**config.mk**
```make
export PLATFORM = sky130hd
export DESIGN_NAME = greedy_change_maker_core
export DESIGN_NICKNAME = d
export VERILOG_FILES = /design/src/rtl/gcm_pkg.sv /design/src/rtl/gcm_divider.sv /design/src/rtl/gcm_datapath.sv /design/src/rtl/gcm_ctrl.sv /design/src/rtl/greedy_change_maker_core.sv
export SDC_FILE = /design/constraint.sdc
export NUM_CORES = 1
export LEC_CHECK = 0
export CORE_AREA = 4 4 257 259
export DETAILED_ROUTE_END_ITERATION = 8
export DIE_AREA = 0 0 261 263
export DONT_BUFFER_PORTS = 1
export SLEW_MARGIN = 20
export SYNTH_ARGS = -nofsm -noshare
export SYNTH_HDL_FRONTEND = slang
export SYNTH_SLANG_ARGS = --single-unit
```
**constraint.sdc**
```tcl
create_clock -name clk -period 7.04 [get_ports clk]
set_input_delay 0.352 -clock clk [delete_from_list [all_inputs] [get_ports clk]]
set_output_delay 0.352 -clock clk [all_outputs]
set_load 0.005 [all_outputs]
```
**src/rtl/gcm_pkg.sv**
```systemverilog
// Shared types and constants for the greedy change maker.
package gcm_pkg;

    localparam int DEN_W      = 24;
    localparam int AMT_W_W    = 24;
    localparam int AMT_F_W    = 16;
    localparam int CMD_W      = 2;
    localparam int CNT_W      = 4;
    localparam int IN_DATA_W  = 72;
    localparam int OUT_DATA_W = 96;
    localparam int OUT_USER_W = 2;
    localparam int APB_AW     = 3;
    localparam int APB_DW     = 32;

    localparam logic [CMD_W-1:0] CMD_LOAD_WHOLE    = 2'd0;
    localparam logic [CMD_W-1:0] CMD_LOAD_FRACTION = 2'd1;
    localparam logic [CMD_W-1:0] CMD_REQUEST       = 2'd2;

    localparam logic KIND_ENTRY    = 1'b0;
    localparam logic KIND_STATUS   = 1'b1;
    localparam logic PART_WHOLE    = 1'b0;
    localparam logic PART_FRACTION = 1'b1;

    localparam logic REG_WHOLE_COUNT    = 1'b0;
    localparam logic REG_FRACTION_COUNT = 1'b1;

    typedef struct packed {
        logic load_en;
        logic load_part;
        logic capture;
        logic rd_part;
        logic lowest_w_en;
        logic lowest_f_en;
        logic fail_set;
        logic rem_init;
        logic rem_init_part;
        logic rem_w_save;
        logic div_start;
        logic div_take;
        logic emit_entry;
        logic emit_final;
    } gcm_cmd_t;

    typedef struct packed {
        logic early_fail;
        logic below_lowest;
        logic den_zero;
        logic div_done;
        logic quo_zero;
        logic out_free;
    } gcm_stat_t;

endpackage

```
**src/rtl/gcm_divider.sv**
```systemverilog
// Restoring divider for 24-bit operands, one quotient bit per cycle.
module gcm_divider (
    input  logic                     clk,
    input  logic                     rst_n,
    input  logic                     start,
    input  logic [gcm_pkg::DEN_W-1:0] dividend,
    input  logic [gcm_pkg::DEN_W-1:0] divisor,
    output logic                     done,
    output logic [gcm_pkg::DEN_W-1:0] quotient,
    output logic [gcm_pkg::DEN_W-1:0] remainder
);
    import gcm_pkg::*;

    localparam int STEP_W = $clog2(DEN_W);
    localparam logic [STEP_W-1:0] LAST_STEP = STEP_W'(DEN_W - 1);

    logic              busy_reg;
    logic              done_reg;
    logic [STEP_W-1:0] step_reg;
    logic [DEN_W-1:0]  acc_reg;
    logic [DEN_W-1:0]  quo_reg;
    logic [DEN_W-1:0]  dvs_reg;

    logic [DEN_W:0]    shifted;
    logic [DEN_W:0]    diff;
    logic              fits;

    assign shifted = {acc_reg, quo_reg[DEN_W-1]};
    assign diff    = shifted - {1'b0, dvs_reg};
    assign fits    = shifted >= {1'b0, dvs_reg};

    always_ff @(posedge clk or negedge rst_n)
    begin
        if (!rst_n)
        begin
            busy_reg <= 1'b0;
            done_reg <= 1'b0;
            step_reg <= '0;
        end
        else
        begin
            done_reg <= 1'b0;
            if (start)
            begin
                busy_reg <= 1'b1;
                step_reg <= '0;
            end
            else if (busy_reg)
            begin
                step_reg <= step_reg + 1'b1;
                if (step_reg == LAST_STEP)
                begin
                    busy_reg <= 1'b0;
                    done_reg <= 1'b1;
                end
            end
        end
    end

    always_ff @(posedge clk)
    begin
        if (start)
        begin
            acc_reg <= '0;
            quo_reg <= dividend;
            dvs_reg <= divisor;
        end
        else if (busy_reg)
        begin
            acc_reg <= fits ? diff[DEN_W-1:0] : shifted[DEN_W-1:0];
            quo_reg <= {quo_reg[DEN_W-2:0], fits};
        end
    end

    assign done      = done_reg;
    assign quotient  = quo_reg;
    assign remainder = acc_reg;

endmodule

```
**src/rtl/gcm_datapath.sv**
```systemverilog
// Datapath: denomination tables, remainders, divider and result register.
module gcm_datapath #(
    parameter int MAX_DENOMINATIONS = 8,
    parameter int SLOT_W            = 3
) (
    input  logic                           clk,
    input  logic                           rst_n,
    input  gcm_pkg::gcm_cmd_t              cmd,
    input  logic [SLOT_W-1:0]              rd_addr,
    input  logic [gcm_pkg::IN_DATA_W-1:0]  in_data,
    output gcm_pkg::gcm_stat_t             stat,
    output logic                           m_tvalid,
    input  logic                           m_tready,
    output logic [gcm_pkg::OUT_DATA_W-1:0] m_tdata,
    output logic [gcm_pkg::OUT_USER_W-1:0] m_tuser,
    output logic                           m_tlast
);
    import gcm_pkg::*;

    logic [DEN_W-1:0]   whole_mem [MAX_DENOMINATIONS];
    logic [DEN_W-1:0]   frac_mem  [MAX_DENOMINATIONS];

    logic [2:0]         in_slot;
    logic [DEN_W-1:0]   in_den;
    logic [AMT_W_W-1:0] in_aw;
    logic [AMT_F_W-1:0] in_af;
    logic [SLOT_W+2:0]  slot_ext;
    logic [SLOT_W-1:0]  wr_addr;
    logic               wr_ok;

    logic [DEN_W-1:0]   rd_data_reg;
    logic [AMT_W_W-1:0] aw_reg;
    logic [AMT_F_W-1:0] af_reg;
    logic [DEN_W-1:0]   lowest_w_reg;
    logic [DEN_W-1:0]   lowest_f_reg;
    logic [DEN_W-1:0]   rem_reg;
    logic [DEN_W-1:0]   rem_w_reg;
    logic [DEN_W-1:0]   den_reg;
    logic               fail_reg;

    logic               div_done;
    logic [DEN_W-1:0]   div_quo;
    logic [DEN_W-1:0]   div_rem;

    logic               out_valid_reg;
    logic               out_kind_reg;
    logic               out_part_reg;
    logic [DEN_W-1:0]   out_value_reg;
    logic [DEN_W-1:0]   out_count_reg;
    logic               out_success_reg;
    logic [AMT_W_W-1:0] out_rw_reg;
    logic [AMT_F_W-1:0] out_rf_reg;
    logic               out_last_reg;

    assign in_slot  = in_data[2:0];
    assign in_den   = in_data[26:3];
    assign in_aw    = in_data[50:27];
    assign in_af    = in_data[66:51];
    assign slot_ext = {{SLOT_W{1'b0}}, in_slot};
    assign wr_addr  = slot_ext[SLOT_W-1:0];
    assign wr_ok    = int'(in_slot) < MAX_DENOMINATIONS;

    always_ff @(posedge clk)
    begin
        if (cmd.load_en && wr_ok)
        begin
            if (cmd.load_part == PART_FRACTION)
            begin
                frac_mem[wr_addr] <= in_den;
            end
            else
            begin
                whole_mem[wr_addr] <= in_den;
            end
        end
        rd_data_reg <= (cmd.rd_part == PART_FRACTION) ? frac_mem[rd_addr] : whole_mem[rd_addr];
    end

    always_ff @(posedge clk)
    begin
        if (cmd.capture)
        begin
            aw_reg <= in_aw;
            af_reg <= in_af;
        end
        if (cmd.lowest_w_en)
        begin
            lowest_w_reg <= rd_data_reg;
        end
        if (cmd.lowest_f_en)
        begin
            lowest_f_reg <= rd_data_reg;
        end
        if (cmd.div_start)
        begin
            den_reg <= rd_data_reg;
        end
        if (cmd.fail_set)
        begin
            rem_w_reg <= aw_reg;
            rem_reg   <= {{(DEN_W-AMT_F_W){1'b0}}, af_reg};
        end
        else
        begin
            if (cmd.rem_w_save)
            begin
                rem_w_reg <= rem_reg;
            end
            if (cmd.rem_init)
            begin
                rem_reg <= (cmd.rem_init_part == PART_FRACTION)
                           ? {{(DEN_W-AMT_F_W){1'b0}}, af_reg} : aw_reg;
            end
            else if (cmd.div_take)
            begin
                rem_reg <= div_rem;
            end
        end
    end

    always_ff @(posedge clk or negedge rst_n)
    begin
        if (!rst_n)
        begin
            fail_reg <= 1'b0;
        end
        else if (cmd.capture)
        begin
            fail_reg <= 1'b0;
        end
        else if (cmd.fail_set)
        begin
            fail_reg <= 1'b1;
        end
    end

    gcm_divider u_div (
        .clk       (clk),
        .rst_n     (rst_n),
        .start     (cmd.div_start),
        .dividend  (rem_reg),
        .divisor   (rd_data_reg),
        .done      (div_done),
        .quotient  (div_quo),
        .remainder (div_rem)
    );

    always_comb
    begin
        stat.early_fail   = (aw_reg < lowest_w_reg)
                            || ({{(DEN_W-AMT_F_W){1'b0}}, af_reg} < rd_data_reg);
        stat.below_lowest = rem_reg < ((cmd.rd_part == PART_FRACTION) ? lowest_f_reg
                                                                       : lowest_w_reg);
        stat.den_zero     = rd_data_reg == '0;
        stat.div_done     = div_done;
        stat.quo_zero     = div_quo == '0;
        stat.out_free     = !out_valid_reg || m_tready;
    end

    always_ff @(posedge clk or negedge rst_n)
    begin
        if (!rst_n)
        begin
            out_valid_reg <= 1'b0;
        end
        else if (cmd.emit_entry || cmd.emit_final)
        begin
            out_valid_reg <= 1'b1;
        end
        else if (m_tready)
        begin
            out_valid_reg <= 1'b0;
        end
    end

    always_ff @(posedge clk)
    begin
        if (cmd.emit_entry)
        begin
            out_kind_reg    <= KIND_ENTRY;
            out_part_reg    <= cmd.rd_part;
            out_value_reg   <= den_reg;
            out_count_reg   <= div_quo;
            out_success_reg <= 1'b0;
            out_rw_reg      <= '0;
            out_rf_reg      <= '0;
            out_last_reg    <= 1'b0;
        end
        else if (cmd.emit_final)
        begin
            out_kind_reg    <= KIND_STATUS;
            out_part_reg    <= PART_WHOLE;
            out_value_reg   <= '0;
            out_count_reg   <= '0;
            out_success_reg <= !fail_reg && (rem_w_reg == '0) && (rem_reg == '0);
            out_rw_reg      <= rem_w_reg;
            out_rf_reg      <= rem_reg[AMT_F_W-1:0];
            out_last_reg    <= 1'b1;
        end
    end

    assign m_tvalid = out_valid_reg;
    assign m_tdata  = {7'b0, out_rf_reg, out_rw_reg, out_success_reg,
                       out_count_reg, out_value_reg};
    assign m_tuser  = {out_part_reg, out_kind_reg};
    assign m_tlast  = out_last_reg;

endmodule

```
**src/rtl/gcm_ctrl.sv**
```systemverilog
// Controller state machine that sequences loads and the greedy walk.
module gcm_ctrl #(
    parameter int SLOT_W = 3
) (
    input  logic                      clk,
    input  logic                      rst_n,
    input  logic                      s_tvalid,
    output logic                      s_tready,
    input  logic [gcm_pkg::CMD_W-1:0] in_command,
    input  logic [SLOT_W-1:0]         last_w,
    input  logic [SLOT_W-1:0]         last_f,
    input  gcm_pkg::gcm_stat_t        stat,
    output gcm_pkg::gcm_cmd_t         cmd,
    output logic [SLOT_W-1:0]         rd_addr
);
    import gcm_pkg::*;

    typedef enum logic [3:0] {
        S_IDLE,
        S_LOW_W,
        S_LOW_F,
        S_EARLY,
        S_READ,
        S_CHECK,
        S_DIV,
        S_EMIT,
        S_FINAL
    } state_t;

    state_t            state_reg;
    state_t            state_next;
    logic [SLOT_W-1:0] idx_reg;
    logic [SLOT_W-1:0] idx_next;
    logic              part_reg;
    logic              part_next;
    logic              ready_reg;

    logic              accept;
    logic [SLOT_W-1:0] last_idx;

    assign accept   = s_tvalid && ready_reg;
    assign last_idx = (part_reg == PART_FRACTION) ? last_f : last_w;
    assign s_tready = ready_reg;

    always_comb
    begin
        state_next = state_reg;
        idx_next   = idx_reg;
        part_next  = part_reg;
        cmd        = '0;
        cmd.rd_part = part_reg;
        rd_addr    = idx_reg;

        case (state_reg)
            S_IDLE:
            begin
                if (accept)
                begin
                    case (in_command)
                        CMD_LOAD_WHOLE:
                        begin
                            cmd.load_en   = 1'b1;
                            cmd.load_part = PART_WHOLE;
                        end
                        CMD_LOAD_FRACTION:
                        begin
                            cmd.load_en   = 1'b1;
                            cmd.load_part = PART_FRACTION;
                        end
                        CMD_REQUEST:
                        begin
                            cmd.capture = 1'b1;
                            state_next  = S_LOW_W;
                        end
                        default:
                        begin
                            state_next = S_IDLE;
                        end
                    endcase
                end
            end
            S_LOW_W:
            begin
                cmd.rd_part = PART_WHOLE;
                rd_addr     = last_w;
                state_next  = S_LOW_F;
            end
            S_LOW_F:
            begin
                cmd.lowest_w_en = 1'b1;
                cmd.rd_part     = PART_FRACTION;
                rd_addr         = last_f;
                state_next      = S_EARLY;
            end
            S_EARLY:
            begin
                cmd.lowest_f_en = 1'b1;
                if (stat.early_fail)
                begin
                    cmd.fail_set = 1'b1;
                    state_next   = S_FINAL;
                end
                else
                begin
                    cmd.rem_init      = 1'b1;
                    cmd.rem_init_part = PART_WHOLE;
                    part_next         = PART_WHOLE;
                    idx_next          = '0;
                    state_next        = S_READ;
                end
            end
            S_READ:
            begin
                state_next = S_CHECK;
            end
            S_CHECK, S_EMIT:
            begin
                if (state_reg == S_CHECK && !stat.below_lowest && !stat.den_zero)
                begin
                    cmd.div_start = 1'b1;
                    state_next    = S_DIV;
                end
                else if (state_reg == S_EMIT && !stat.quo_zero && !stat.out_free)
                begin
                    state_next = S_EMIT;
                end
                else
                begin
                    if (state_reg == S_EMIT && !stat.quo_zero)
                    begin
                        cmd.emit_entry = 1'b1;
                    end
                    if ((state_reg == S_CHECK && stat.below_lowest) || idx_reg == last_idx)
                    begin
                        if (part_reg == PART_WHOLE)
                        begin
                            cmd.rem_w_save    = 1'b1;
                            cmd.rem_init      = 1'b1;
                            cmd.rem_init_part = PART_FRACTION;
                            part_next         = PART_FRACTION;
                            idx_next          = '0;
                            state_next        = S_READ;
                        end
                        else
                        begin
                            state_next = S_FINAL;
                        end
                    end
                    else
                    begin
                        idx_next   = idx_reg + 1'b1;
                        state_next = S_READ;
                    end
                end
            end
            S_DIV:
            begin
                if (stat.div_done)
                begin
                    cmd.div_take = 1'b1;
                    state_next   = S_EMIT;
                end
            end
            S_FINAL:
            begin
                if (stat.out_free)
                begin
                    cmd.emit_final = 1'b1;
                    state_next     = S_IDLE;
                end
            end
            default:
            begin
                state_next = S_IDLE;
            end
        endcase
    end

    always_ff @(posedge clk or negedge rst_n)
    begin
        if (!rst_n)
        begin
            state_reg <= S_IDLE;
            idx_reg   <= '0;
            part_reg  <= PART_WHOLE;
            ready_reg <= 1'b1;
        end
        else
        begin
            state_reg <= state_next;
            idx_reg   <= idx_next;
            part_reg  <= part_next;
            ready_reg <= state_next == S_IDLE;
        end
    end

endmodule

```
**src/rtl/greedy_change_maker_core.sv**
```systemverilog
// Top level of the greedy change maker: register port, controller and datapath.
//
// Load commands write one denomination each. A change request first reads the
// two lowest denominations, then walks each table; every slot visited runs the
// one-bit-per-cycle 24-bit divider, except that a slot holding zero is skipped
// and the walk of a table stops early once the remainder is below its lowest
// denomination. One request is in flight at a time; the next transfer is taken
// once its status has been loaded into the output register. Counts must be
// written only while the block is idle; the block itself does not enforce this.
module greedy_change_maker_core #(
    parameter int MAX_DENOMINATIONS = 8
) (
    input  logic                           clk,
    input  logic                           rst_n,
    input  logic                           s_tvalid,
    output logic                           s_tready,
    // slot[2:0], denomination[26:3], amount_whole[50:27], amount_fraction[66:51]
    input  logic [gcm_pkg::IN_DATA_W-1:0]  s_tdata,
    // command[1:0]
    input  logic [gcm_pkg::CMD_W-1:0]      s_tuser,
    output logic                           m_tvalid,
    input  logic                           m_tready,
    // coin_value[23:0], coin_count[47:24], success[48], remainder_whole[72:49],
    // remainder_fraction[88:73]
    output logic [gcm_pkg::OUT_DATA_W-1:0] m_tdata,
    // kind[0], part[1]
    output logic [gcm_pkg::OUT_USER_W-1:0] m_tuser,
    output logic                           m_tlast,
    input  logic                           psel,
    input  logic                           penable,
    input  logic                           pwrite,
    input  logic [gcm_pkg::APB_AW-1:0]     paddr,
    input  logic [gcm_pkg::APB_DW-1:0]     pwdata,
    output logic [gcm_pkg::APB_DW-1:0]     prdata,
    output logic                           pready
);
    import gcm_pkg::*;

    localparam int SLOT_W = (MAX_DENOMINATIONS > 1) ? $clog2(MAX_DENOMINATIONS) : 1;

    logic [CNT_W-1:0]  whole_count_reg;
    logic [CNT_W-1:0]  fraction_count_reg;
    logic [SLOT_W-1:0] last_w;
    logic [SLOT_W-1:0] last_f;
    logic [SLOT_W-1:0] rd_addr;
    gcm_cmd_t          cmd;
    gcm_stat_t         stat;

    function automatic logic [SLOT_W-1:0] last_index(input logic [CNT_W-1:0] c);
        logic [SLOT_W-1:0] idx;
        if (c == '0)
        begin
            idx = '0;
        end
        else if (int'(c) > MAX_DENOMINATIONS)
        begin
            idx = SLOT_W'(MAX_DENOMINATIONS - 1);
        end
        else
        begin
            idx = SLOT_W'(c - 1'b1);
        end
        return idx;
    endfunction

    assign pready = 1'b1;

    always_ff @(posedge clk or negedge rst_n)
    begin
        if (!rst_n)
        begin
            whole_count_reg    <= CNT_W'(1);
            fraction_count_reg <= CNT_W'(1);
        end
        else if (psel && penable && pwrite)
        begin
            if (paddr[2] == REG_WHOLE_COUNT)
            begin
                whole_count_reg <= pwdata[CNT_W-1:0];
            end
            else
            begin
                fraction_count_reg <= pwdata[CNT_W-1:0];
            end
        end
    end

    assign prdata = (paddr[2] == REG_FRACTION_COUNT)
                    ? {{(APB_DW-CNT_W){1'b0}}, fraction_count_reg}
                    : {{(APB_DW-CNT_W){1'b0}}, whole_count_reg};

    assign last_w = last_index(whole_count_reg);
    assign last_f = last_index(fraction_count_reg);

    gcm_ctrl #(
        .SLOT_W (SLOT_W)
    ) u_ctrl (
        .clk        (clk),
        .rst_n      (rst_n),
        .s_tvalid   (s_tvalid),
        .s_tready   (s_tready),
        .in_command (s_tuser),
        .last_w     (last_w),
        .last_f     (last_f),
        .stat       (stat),
        .cmd        (cmd),
        .rd_addr    (rd_addr)
    );

    gcm_datapath #(
        .MAX_DENOMINATIONS (MAX_DENOMINATIONS),
        .SLOT_W            (SLOT_W)
    ) u_dp (
        .clk      (clk),
        .rst_n    (rst_n),
        .cmd      (cmd),
        .rd_addr  (rd_addr),
        .in_data  (s_tdata),
        .stat     (stat),
        .m_tvalid (m_tvalid),
        .m_tready (m_tready),
        .m_tdata  (m_tdata),
        .m_tuser  (m_tuser),
        .m_tlast  (m_tlast)
    );

endmodule

```
Word-level counts from Yosys, hierarchy flattened. Memory sizes are Yosys's and may differ from the RTL's. Cells that the tools add are included.

Flip-flop bits (word level): 349. Memory bits (writable): 384. Input port bits: 116. Word-level logic and storage cells: 189. Memories: 2.

$add $sub $neg: 5. $lt $le $gt $ge: 6. Equal/unequal tests: 17. Multiplexer cells: 86. Bitwise operators: 1. Reduce and logical (&&, ||, !) cells: 43.

Memories: u_dp.frac_mem (words 8, bits a word 24, rd ports 1, clocked after memory_dff 0, write ports 1, RTL line gcm_datapath.sv:21) `logic [DEN_W-1:0] frac_mem [MAX_DENOMINATIONS];`; u_dp.whole_mem (words 8, bits a word 24, rd ports 1, clocked after memory_dff 0, write ports 1, RTL line gcm_datapath.sv:20) `logic [DEN_W-1:0] whole_mem [MAX_DENOMINATIONS];`.

Operator list (count): 24-bit 2-to-1 mux (13); 24-bit zero test (4); 24-bit less-than comparator (2); 3-bit 2-to-1 mux (16); 4-bit 2-to-1 mux (9); 1-bit 2-to-1 mux (34); 4-bit case mux with 8 select lines (1); 25-bit by 24-bit >= comparator with 1-bit output (1); 16-bit by 24-bit less-than comparator with 1-bit output (1); 24-bit subtractor (1); 4-bit by 3-bit == test with 1-bit output, second input constant (4); 4-bit zero test (4); 16-bit 2-to-1 mux (1); 2-bit nonzero test (7); 3-bit case mux with 2 select lines (2); 1-bit logical AND (10); 5-bit 2-to-1 mux (2); 5-bit AND reduction (2); 4-bit by 2-bit == test with 1-bit output, second input constant (2); 4-bit greater-than comparator, second input constant (2); 2-bit case mux with 2 select lines (2); 4-bit case mux with 2 select lines (1); 1-bit zero test (6); 2-bit 2-to-1 mux (3); other kinds (19) (28).

Longest topological paths before layout. Gate-level depths: netlist (run 1).

Depth after elaboration: 13. Depth in mapped cells: 19.

By module. A second synthesis (run 1) with hierarchy kept.

Cells, all modules: 1972. Area total of the unflattened synthesis: 32028.2 um^2.

Modules (own cells, without submodules): gcm_datapath (times used 1, cells an instance 1353, area an instance 25852.3 um^2, seq. area each 19098.3 um^2); gcm_divider (times used 1, cells an instance 447, area an instance 4581.9 um^2, seq. area each 2097.0 um^2); gcm_ctrl (times used 1, cells an instance 98, area an instance 850.8 um^2, seq. area each 226.5 um^2); greedy_change_maker_core (times used 1, cells an instance 74, area an instance 743.2 um^2, seq. area each 202.7 um^2).

Worst setup path after synthesis (run 1). Ideal clock, no wire load.

Path kind: register to register. Start point: register u_ctrl.state_reg[2]. End point: register u_dp.out_count_reg[0], enable pin. Setup time: 0.523 ns. Arrival: 4.718 ns. Required time: 6.517 ns. Path slack: 1.798 ns. Cell stages (with the launch flop): 7. Path buffers: 1. Path through: dfrtp_1 -> nor2b_1 -> nand2_1 -> nor2_1 -> o21ai_0 -> clkbuf_1 -> o21ai_0.

Cells in the longest elaborated chain, start to end: 10. Elaborated cells between the ends (all ways): 20. Those cells by class: order compare: 1; eq/ne: 5; mux: 7; reduce/logical: 7.

RTL lines: from (decl) (RTL line gcm_ctrl.sv:30) `state_t state_reg;`; from (signal assigned) (RTL line gcm_ctrl.sv:190) `state_reg <= state_next;`; 4-bit by 2-bit == test with 1-bit output or 4-bit by 1-bit == test with 1-bit output (tied branches) (RTL line gcm_ctrl.sv:54) `case (state_reg)`; 1-bit case mux with 2 select lines (RTL line gcm_ctrl.sv:54); 24-bit 2-to-1 mux (RTL line gcm_datapath.sv:152) `stat.below_lowest = rem_reg < ((cmd.rd_part == PART_FRACTION) ? lowest_f_reg`; 24-bit less-than comparator (RTL line gcm_datapath.sv:152); 1-bit zero test (RTL line gcm_ctrl.sv:118) `if (state_reg == S_CHECK && !stat.below_lowest && !stat.den_zero)`; 1-bit logical AND (2 in a row) (RTL line gcm_ctrl.sv:118); 1-bit 2-to-1 mux (RTL line gcm_ctrl.sv:118); 1-bit 2-to-1 mux (RTL line gcm_ctrl.sv:54); 2-bit nonzero test (no source line) (*); to (signal assigned) (RTL line gcm_datapath.sv:183) `out_count_reg <= div_quo;`; to (decl) (RTL line gcm_datapath.sv:49) `logic [DEN_W-1:0] out_count_reg;`.

Every way passes the cells marked *; elsewhere a longest branch is shown, timed or not. A chain may end at the register's enable or synchronous reset.

Worst setup path in the final report (run 1).
Start point: register u_ctrl.state_reg[1]. End point: register u_dp.rem_reg[14] (data pin).

Cells in the longest elaborated chain, start to end: 13. Elaborated cells between the ends (all ways): 24. Those cells by class: order compare: 1; eq/ne: 5; mux: 10; reduce/logical: 8.

RTL lines: 4-bit by 2-bit == test with 1-bit output or 4-bit by 1-bit == test with 1-bit output (tied branches) (RTL line gcm_ctrl.sv:54); 1-bit case mux with 2 select lines (RTL line gcm_ctrl.sv:54); 24-bit 2-to-1 mux (RTL line gcm_datapath.sv:152); 24-bit less-than comparator (RTL line gcm_datapath.sv:152); 1-bit logical AND (RTL line gcm_ctrl.sv:133) `if ((state_reg == S_CHECK && stat.below_lowest) || idx_reg == last_idx)`; 1-bit logical OR (RTL line gcm_ctrl.sv:133); 3-bit 2-to-1 mux (RTL line gcm_ctrl.sv:133); 3-bit 2-to-1 mux (RTL line gcm_ctrl.sv:123) `else if (state_reg == S_EMIT && !stat.quo_zero && !stat.out_free)`; 3-bit 2-to-1 mux (RTL line gcm_ctrl.sv:118); 2-bit case mux with 2 select lines (RTL line gcm_ctrl.sv:54); 24-bit 2-to-1 mux (RTL line gcm_datapath.sv:112) `? {{(DEN_W-AMT_F_W){1'b0}}, af_reg} : aw_reg;`; 24-bit 2-to-1 mux (RTL line gcm_datapath.sv:109) `if (cmd.rem_init)`; 16-bit 2-to-1 mux (*) (RTL line gcm_datapath.sv:98) `if (cmd.fail_set)`; to (signal assigned) (RTL line gcm_datapath.sv:101) `rem_reg <= {{(DEN_W-AMT_F_W){1'b0}}, af_reg};`; to (signal assigned) (RTL line gcm_datapath.sv:111) `rem_reg <= (cmd.rem_init_part == PART_FRACTION)`; to (signal assigned) (RTL line gcm_datapath.sv:116) `rem_reg <= div_rem;`; to (decl) (RTL line gcm_datapath.sv:36) `logic [DEN_W-1:0] rem_reg;`.

Marked as above.

==> flow_metrics.py, run 1 <==
metrics = {
    "worst_setup_path": {
        "cp-start-kind": "flip-flop",
        "crit_chain": "or3_1, a21oi_4, buf_4, mux2i_1, ha_1, a2111oi_0, o21ai_1, o22ai_1, a21oi_1, o21ba_4, or2_4, o41ai_4, buf_4, o21ai_1",
        "path_max_fanout": 64,
        "cp_slowest_cell": "a21oi_4",
        "max_stage_delay_ps": 680,
        "crit_type": "reg2reg",
        "crit_required_ps": 7380,
        "endpoint_kind": "flip-flop",
        "crit_arrival_ps": 5990,
    },
    "grt": {
        "grt_max_degree": 145,
        "grt_usage_pct": 22.26,
        "grt_pass1_vias": 18550,
        "grt-ovfl-total": 0,
        "antenna_found_initial": 8,
        "grt_pass1_wl_mm": 115.4,
    },
    "floorplan": {
        "dieArea_um2": 68640,
        "start_util_pct": 49.45,
        "chipHeight_um": 263,
        "row_count": 93,
        "ios": 250,
        "core-area_um2": 63880,
        "die-width_um": 261,
    },
    "sta": {
        "tns_ps": 0,
        "min_period_ps": 5653,
        "holdWs_ps": 140.7,
        "finalClockSkew_ps": 16.09,
        "slew_headroom_pct": 30.81,
        "fmax_mhz": 176.9,
        "finalCritPeriodShare_pct": 80.30,
        "maxSlewViolCount": 0,
        "finalSetupViolations": 0,
        "rsz0062_at_grt": "no",
        "hold_viol": 0,
        "worst_pin_slew_ps": 1037,
    },
    "clock_tree": {
        "cts.sinks": 733,
        "root_buffer": "clkbuf_16",
        "cts_htree_levels": 3,
        "path_clk_slew_ps": 60,
        "clk_latency_ps": 610,
        "numCtsBuffers": 76,
        "cts_tree": "done",
        "clock_path_buffers": 3,
        "cts_resized": 0,
    },
    "placed_design": {
        "hpwl_mm": 49.79,
        "gp_routability_congestion": 0.8829,
        "placed_cells": 3079,
        "portBuffers": 0,
    },
    "synth": {
        "synth_seq_area_share_pct": 66.17,
        "yosys.cell_types.count": 70,
        "synth_area_um2": 31590,
        "synth_top_flop_cell": "edfxtp_1",
        "netlist_instances": 2299,
        "synth_seq_cells": 733,
        "avgSynthCellArea_um2": 13.74,
        "yosysWarnings": 0,
        "synth-edff-count": 609,
        "async_reset_ff_share_pct": 3.547,
    },
    "finish": {
        "area_delta_synth_final_pct": 13.37,
        "top_regs": "u_dp.frac_mem: 192 flops, u_dp.whole_mem: 192 flops",
        "fin_cells": 3292,
        "seq_area_um2": 20900,
        "multiInputGateArea_um2": 9936,
        "fin_nets": 2581,
        "nFillCells": 5106,
        "final_util_pct": 56.07,
        "drive_gt1_share_pct": 12.29,
    },
    "power": {
        "p_seq_share_pct": 42.3,
        "power.density_nw_per_um2": 380.6,
        "combinationalPowerShare_pct": 27.9,
        "p_int_mw": 9.259,
        "irDropWorstVdd_uv": 550.0,
        "clockPowerShare_pct": 29.9,
        "power_switching_mw": 4.375,
        "p_leak_nw": 13.24,
        "swShare_pct": 32.09,
    },
    "detailed_routing": {
        "drc": 0,
        "drt_pass1_iterations": 8,
        "viasPerCell": 5.694,
        "drtIter0Drc": 1345,
        "vias": 18750,
        "wl_mm": 78.08,
        "routedWlPerCell_um": 23.72,
        "ant_nets": 0,
    },
    "outcome": {
        "outcome": "finished, final reports clean",
    },
    "job": {
        "cap_violations": 0,
    },
    "min_path": {
        "holdCritPathClass": "in2reg",
    },
}
[final timing paths]
check	depth (start not counted)	slack [ps]	startpoint	endpoint
min in group asynchronous	2	230	rst_n	u_dp.fail_reg$_DFFE_PN0P_
worst min-delay path	2	140	paddr[2]	fraction_count_reg[2]$_DFFE_PN0P_
max in group asynchronous	2	6550	rst_n	whole_count_reg[0]$_DFFE_PN1P_
worst max register to register	14	1390	u_ctrl.state_reg[1]$_DFF_PN0_	u_dp.rem_reg[14]$_DFFE_PP_
worst max-delay path	14	1390	u_ctrl.state_reg[1]$_DFF_PN0_	u_dp.rem_reg[14]$_DFFE_PP_
worst min register to register	2	470	u_dp.out_rf_reg[7]$_SDFFE_PP0P_	u_dp.out_rf_reg[7]$_SDFFE_PP0P_
[cells in the mapped netlist, types with 4 or more instances]
cell type    n  area, um^2
o221ai_1    24       210.2
nor2b_1      8       50.05
ha_1        89        1114
a21oi_1    140       700.7
xnor2_1     16       140.1
a21o_1      23       172.7
mux2i_1    245        2452
nor4_1      28       175.2
a311oi_1    19       166.4
clkbuf_1    65       244.0
a31oi_1      4       25.02
o211ai_1     5       37.54
buf_2       30       150.1
dfrtp_1     23       575.6
maj3_1       4       40.04
o22ai_1      5       31.28
nand4_1     20       125.1
o21ai_1     21       105.1
o21ai_0     34       170.2
nor3_1      45       225.2
dfxtp_1     98        1962
o31a_1       4       35.03
buf_4       40       300.3
nand2b_1    13       81.33
nor2_1     140       525.5
or4_1        5       37.54
nand2_1    189       709.4
a2111oi_0    4       35.03
edfxtp_1   609       18290
and3_1       9       56.30
or3_1        7       43.79
and2_1      26       162.7
buf_1        8       30.03
nand3_1     17       85.08
o21a_1       7       52.55
inv_1       84       315.3
mux2_2     104        1171
a22oi_1     24       180.2
a211oi_1     7       52.55
xor2_1       8       70.07
[power by group through the flow]
stage / logic [mW] / clock network, mW / registers (mW)
2_1_floorplan: 2.89 / 0 / 5.55
3_3_place_gp: 3.66 / 0 / 5.85
3_5_place_dp: 3.74 / 0 / 5.86
4_1_cts: 3.81 / 4.16 / 5.76
5_1_grt: 4.15 / 4.35 / 5.80
6_report: 3.80 / 4.07 / 5.77
[per-stage QoR]
stage / power, mW / setup slack, ps / area [um^2]
finish: 13.63 / 1387 / 35820
detailed placement: 9.592 / 1365 / 32510
global placement: 9.512 / 1500 / 32510
floorplan: 8.433 / 1798 / 31720
global route: 14.29 / 1109 / 35810
CTS: 13.73 / 1357 / 35770
[logic make-up (layout without fill, tap and decap cells)]
| kind of cell | Yosys count | after routing | synth area share [%] |
|---|---|---|---|
| compound gates | 343 | 343 | 6.931 |
| xor+xnor | 24 | 24 | 0.6653 |
| flops | 733 | 733 | 66.17 |
| simple gates | 524 | 524 | 7.655 |
| fa+ha+maj | 94 | 94 | 3.715 |
| mux | 350 | 350 | 11.50 |
| other cells | 2 | 41 | 0.02377 |
| buf+inv | 229 | 328 | 3.339 |
[metal layers]
metal | wire (um) | track usage [%] | part of all wire (%) | vias to the layer above
met2 | 38100 | 37.24 | 49 | 546
met1 | 32810 | 29.47 | 42 | 9351
met5 | 22 | 0 | 0.028 | -
li1 | - | - | - | 8697
met4 | 3006 | 7.951 | 3.9 | 4
met3 | 4137 | 3.752 | 5.3 | 148
[placed cells by master (no fill, tap or decap), types with 8 or more instances in the layout]
cell,n
a21oi_1,139
nor4_1,27
and3_1,9
a22oi_1,24
a21o_1,23
dfrtp_1,23
and2_1,26
edfxtp_1,609
nor3_1,40
nand3_1,17
mux2i_1,245
nor2_2,13
dfxtp_1,98
dlygate4sd3_1,72
nand2b_1,12
o21ai_0,32
o21ai_1,21
xor2_1,8
clkbuf_16,80
o221ai_1,24
inv_1,84
nand4_1,20
nor2_1,124
bufinv_16,8
ha_1,89
clkinv_2,12
clkbuf_1,15
buf_4,33
mux2_2,104
xnor2_1,16
a311oi_1,19
nand2_1,189
conb_1,36
[critical path, delay by kind of cell (launching register included)]
kind / cells / cell delay, ps
AND/OR/NAND/NOR: 2 / 880
flip-flops: 1 / 540
buffers and inverters: 2 / 960
AO/OA/AOI/OAI: 8 / 2440
adder cells (fa/ha/maj): 1 / 270
multiplexers: 1 / 210
[area by class of cell]
type / instances / share of cell area (%)
antenna: 5 / 0.03493
tap: 855 / 2.987
inverter: 85 / 0.8908
clock buffer: 101 / 5.977
clock inverter: 34 / 1.139
sequential: 733 / 58.36
timing repair buffer: 108 / 2.871
multi-input combinational: 1371 / 27.74
[timing repair]
| item | 4_1_cts | 5_1_grt |
|---|---|---|
| hold buffers | 70 | 3 |
| setup buffers | 0 | 0 |
| setup endpoints to repair | 0 | 0 |
| hold endpoints to repair | 458 | 10 |
Note: power is estimated with default switching activity, not from simulation.
==> run 2, diff against run 1 <==
Clock period 7.04 ns to 5.4 ns, I/O delays scaled along.
==> run 2 against run 1 <==
Net effect:
- critical endpoint is now u_dp.rem_reg[13]$_DFFE_PP_
- combinational power rose by 34%
- critical path type unchanged
- die area is the same
- via count down 0.13%
- clock power grew 24%
- power is 29% higher
- utilization shrank 0.067 points
- worst hold slack got worse by 94 ps
- cell count increased by 0.43%
==> flow_metrics.py, run 2 (synthesized netlist as in run 1, its figures left out) <==
metrics = {
    "power": {
        "swShare_pct": 32.75,
        "irDropWorstVdd_uv": 374.5,
        "combinationalPowerShare_pct": 28.9,
        "p_leak_nw": 13.21,
        "p_int_mw": 11.85,
        "p_seq_share_pct": 42.5,
        "clockPowerShare_pct": 28.6,
        "power_switching_mw": 5.770,
        "power.density_nw_per_um2": 492.5,
    },
    "placed_design": {
        "placed_cells": 3094,
        "portBuffers": 0,
        "hpwl_mm": 51.16,
        "gp_routability_congestion": 0.9010,
    },
    "detailed_routing": {
        "viasPerCell": 5.663,
        "wl_mm": 78.51,
        "drt_pass1_iterations": 5,
        "routedWlPerCell_um": 23.75,
        "drc": 0,
        "drtIter0Drc": 1399,
        "vias": 18720,
        "ant_nets": 0,
    },
    "grt": {
        "grt-ovfl-total": 0,
        "grt_pass1_wl_mm": 117.3,
        "antenna_found_initial": 2,
        "grt_usage_pct": 22.60,
        "grt_max_degree": 67,
        "grt_pass1_vias": 18790,
    },
    "sta": {
        "worst_pin_slew_ps": 1097,
        "finalSetupViolations": 0,
        "finalCritPeriodShare_pct": 90.35,
        "finalClockSkew_ps": 17.40,
        "maxSlewViolCount": 0,
        "fmax_mhz": 205.0,
        "rsz0062_at_grt": "no",
        "hold_viol": 0,
        "slew_headroom_pct": 26.82,
        "min_period_ps": 4879,
        "tns_ps": 0,
    },
    "clock_tree": {
        "clk_latency_ps": 620,
        "root_buffer": "clkbuf_16",
        "ctsHoldBuffers": 70,
        "numCtsBuffers": 78,
        "cts_resized": 0,
        "clock_path_buffers": 3,
        "cts_setup_buffers": 0,
        "cts_htree_levels": 3,
        "cts.sinks": 733,
        "path_clk_slew_ps": 60,
        "cts_tree": "done",
    },
    "finish": {
        "final_cell_mix": "edfxtp_1 (609), mux2i_1 (245), nand2_1 (189), a21oi_1 (139), nor2_1 (124)",
        "top_regs": "u_dp.frac_mem: 192 flops, u_dp.whole_mem: 192 flops",
        "area_delta_synth_final_pct": 13.24,
        "layout_commonest_cell": "edfxtp_1",
        "fin_nets": 2595,
        "seq_area_um2": 20900,
        "nFillCells": 5186,
        "drive_gt1_share_pct": 12.37,
        "fin_cells": 3306,
        "multiInputGateArea_um2": 9930,
        "final_util_pct": 56.00,
    },
    "worst_setup_path": {
        "endpoint_kind": "flip-flop",
        "path_max_fanout": 64,
        "crit_required_ps": 5740,
        "crit_arrival_ps": 5220,
        "crit_type": "reg2reg",
        "cp-start-kind": "flip-flop",
    },
    "floorplan": {
        "die-width_um": 261,
        "chipHeight_um": 263,
        "row_count": 93,
        "dieArea_um2": 68640,
        "core-area_um2": 63880,
        "ios": 250,
        "start_util_pct": 49.45,
    },
    "outcome": {
        "outcome": "finished, final reports clean",
    },
    "min_path": {
        "holdCritPathClass": "in2reg",
    },
    "job": {
        "cap_violations": 0,
    },
}
run 2: power by group through the flow:
stage / clock, mW / sequential (mW) / combinational, mW
global placement: 0 / 7.61 / 4.92
floorplan: 0 / 7.23 / 3.76
global route: 5.41 / 7.54 / 5.59
finish: 5.04 / 7.49 / 5.09
detailed placement: 0 / 7.62 / 5.02
CTS: 5.15 / 7.50 / 5.12
run 2: final timing paths:
kind	startpoint	end	slack, ps	cells after the start
max	u_ctrl.state_reg[2]$_DFF_PN0_	u_dp.rem_reg[13]$_DFFE_PP_	520	14
max in group asynchronous	rst_n	u_ctrl.s_tready$_DFF_PN1_	5040	2
min	paddr[2]	fraction_count_reg[1]$_DFFE_PN0P_	50	2
min in group asynchronous	rst_n	whole_count_reg[2]$_DFFE_PN0P_	110	2
min reg2reg	u_dp.out_rf_reg[4]$_SDFFE_PP0P_	u_dp.out_rf_reg[4]$_SDFFE_PP0P_	470	2
max reg2reg	u_ctrl.state_reg[2]$_DFF_PN0_	u_dp.rem_reg[13]$_DFFE_PP_	520	14
run 2: stage by stage:
stage | worst slack, ps | area (um^2) | power (mW) | hold slack [ps]
after floorplan | 158.2 | 31720 | 10.99 | -25.59
after global placement | 691.1 | 32650 | 12.53 | -23.77
after detailed placement | 550.9 | 32650 | 12.64 | -22.24
after CTS | 544.2 | 35770 | 17.77 | 12.92
after global routing | 196.6 | 35770 | 18.54 | 26.79
final | 521.2 | 35780 | 17.62 | 47.13
run 2: per-layer routing:
layer	vias up	share of wire, %	track usage, %
li1	8733	-	-
met1	9286	42	29.94
met2	551	48	37.37
met3	150	5.3	4.319
met4	2	3.9	8.153
met5	-	0.017	0
run 2: layout make-up:
| type | instances | area share (%) |
|---|---|---|
| diodes | 1 | 0.006995 |
| clock buffers | 105 | 5.942 |
| clock inverters | 36 | 0.8079 |
| inverters | 85 | 0.8918 |
| multi-input cells | 1371 | 27.76 |
| flip-flops and latches | 733 | 58.43 |
| well taps | 855 | 2.990 |
| repair buffers | 120 | 3.176 |
run 2: critical path, cell delays in order (launching register included):
cell and delay, ps:
dfrtp_1 450, or3_1 460, a21oi_4 330, buf_12 240, mux2i_1 240, ha_1 280, and3_1 180, a2111oi_0 460
o31ai_1 160, o31a_1 150, o21ba_4 200, or2_4 280, o41ai_4 310, buf_4 610, o21ai_1 180
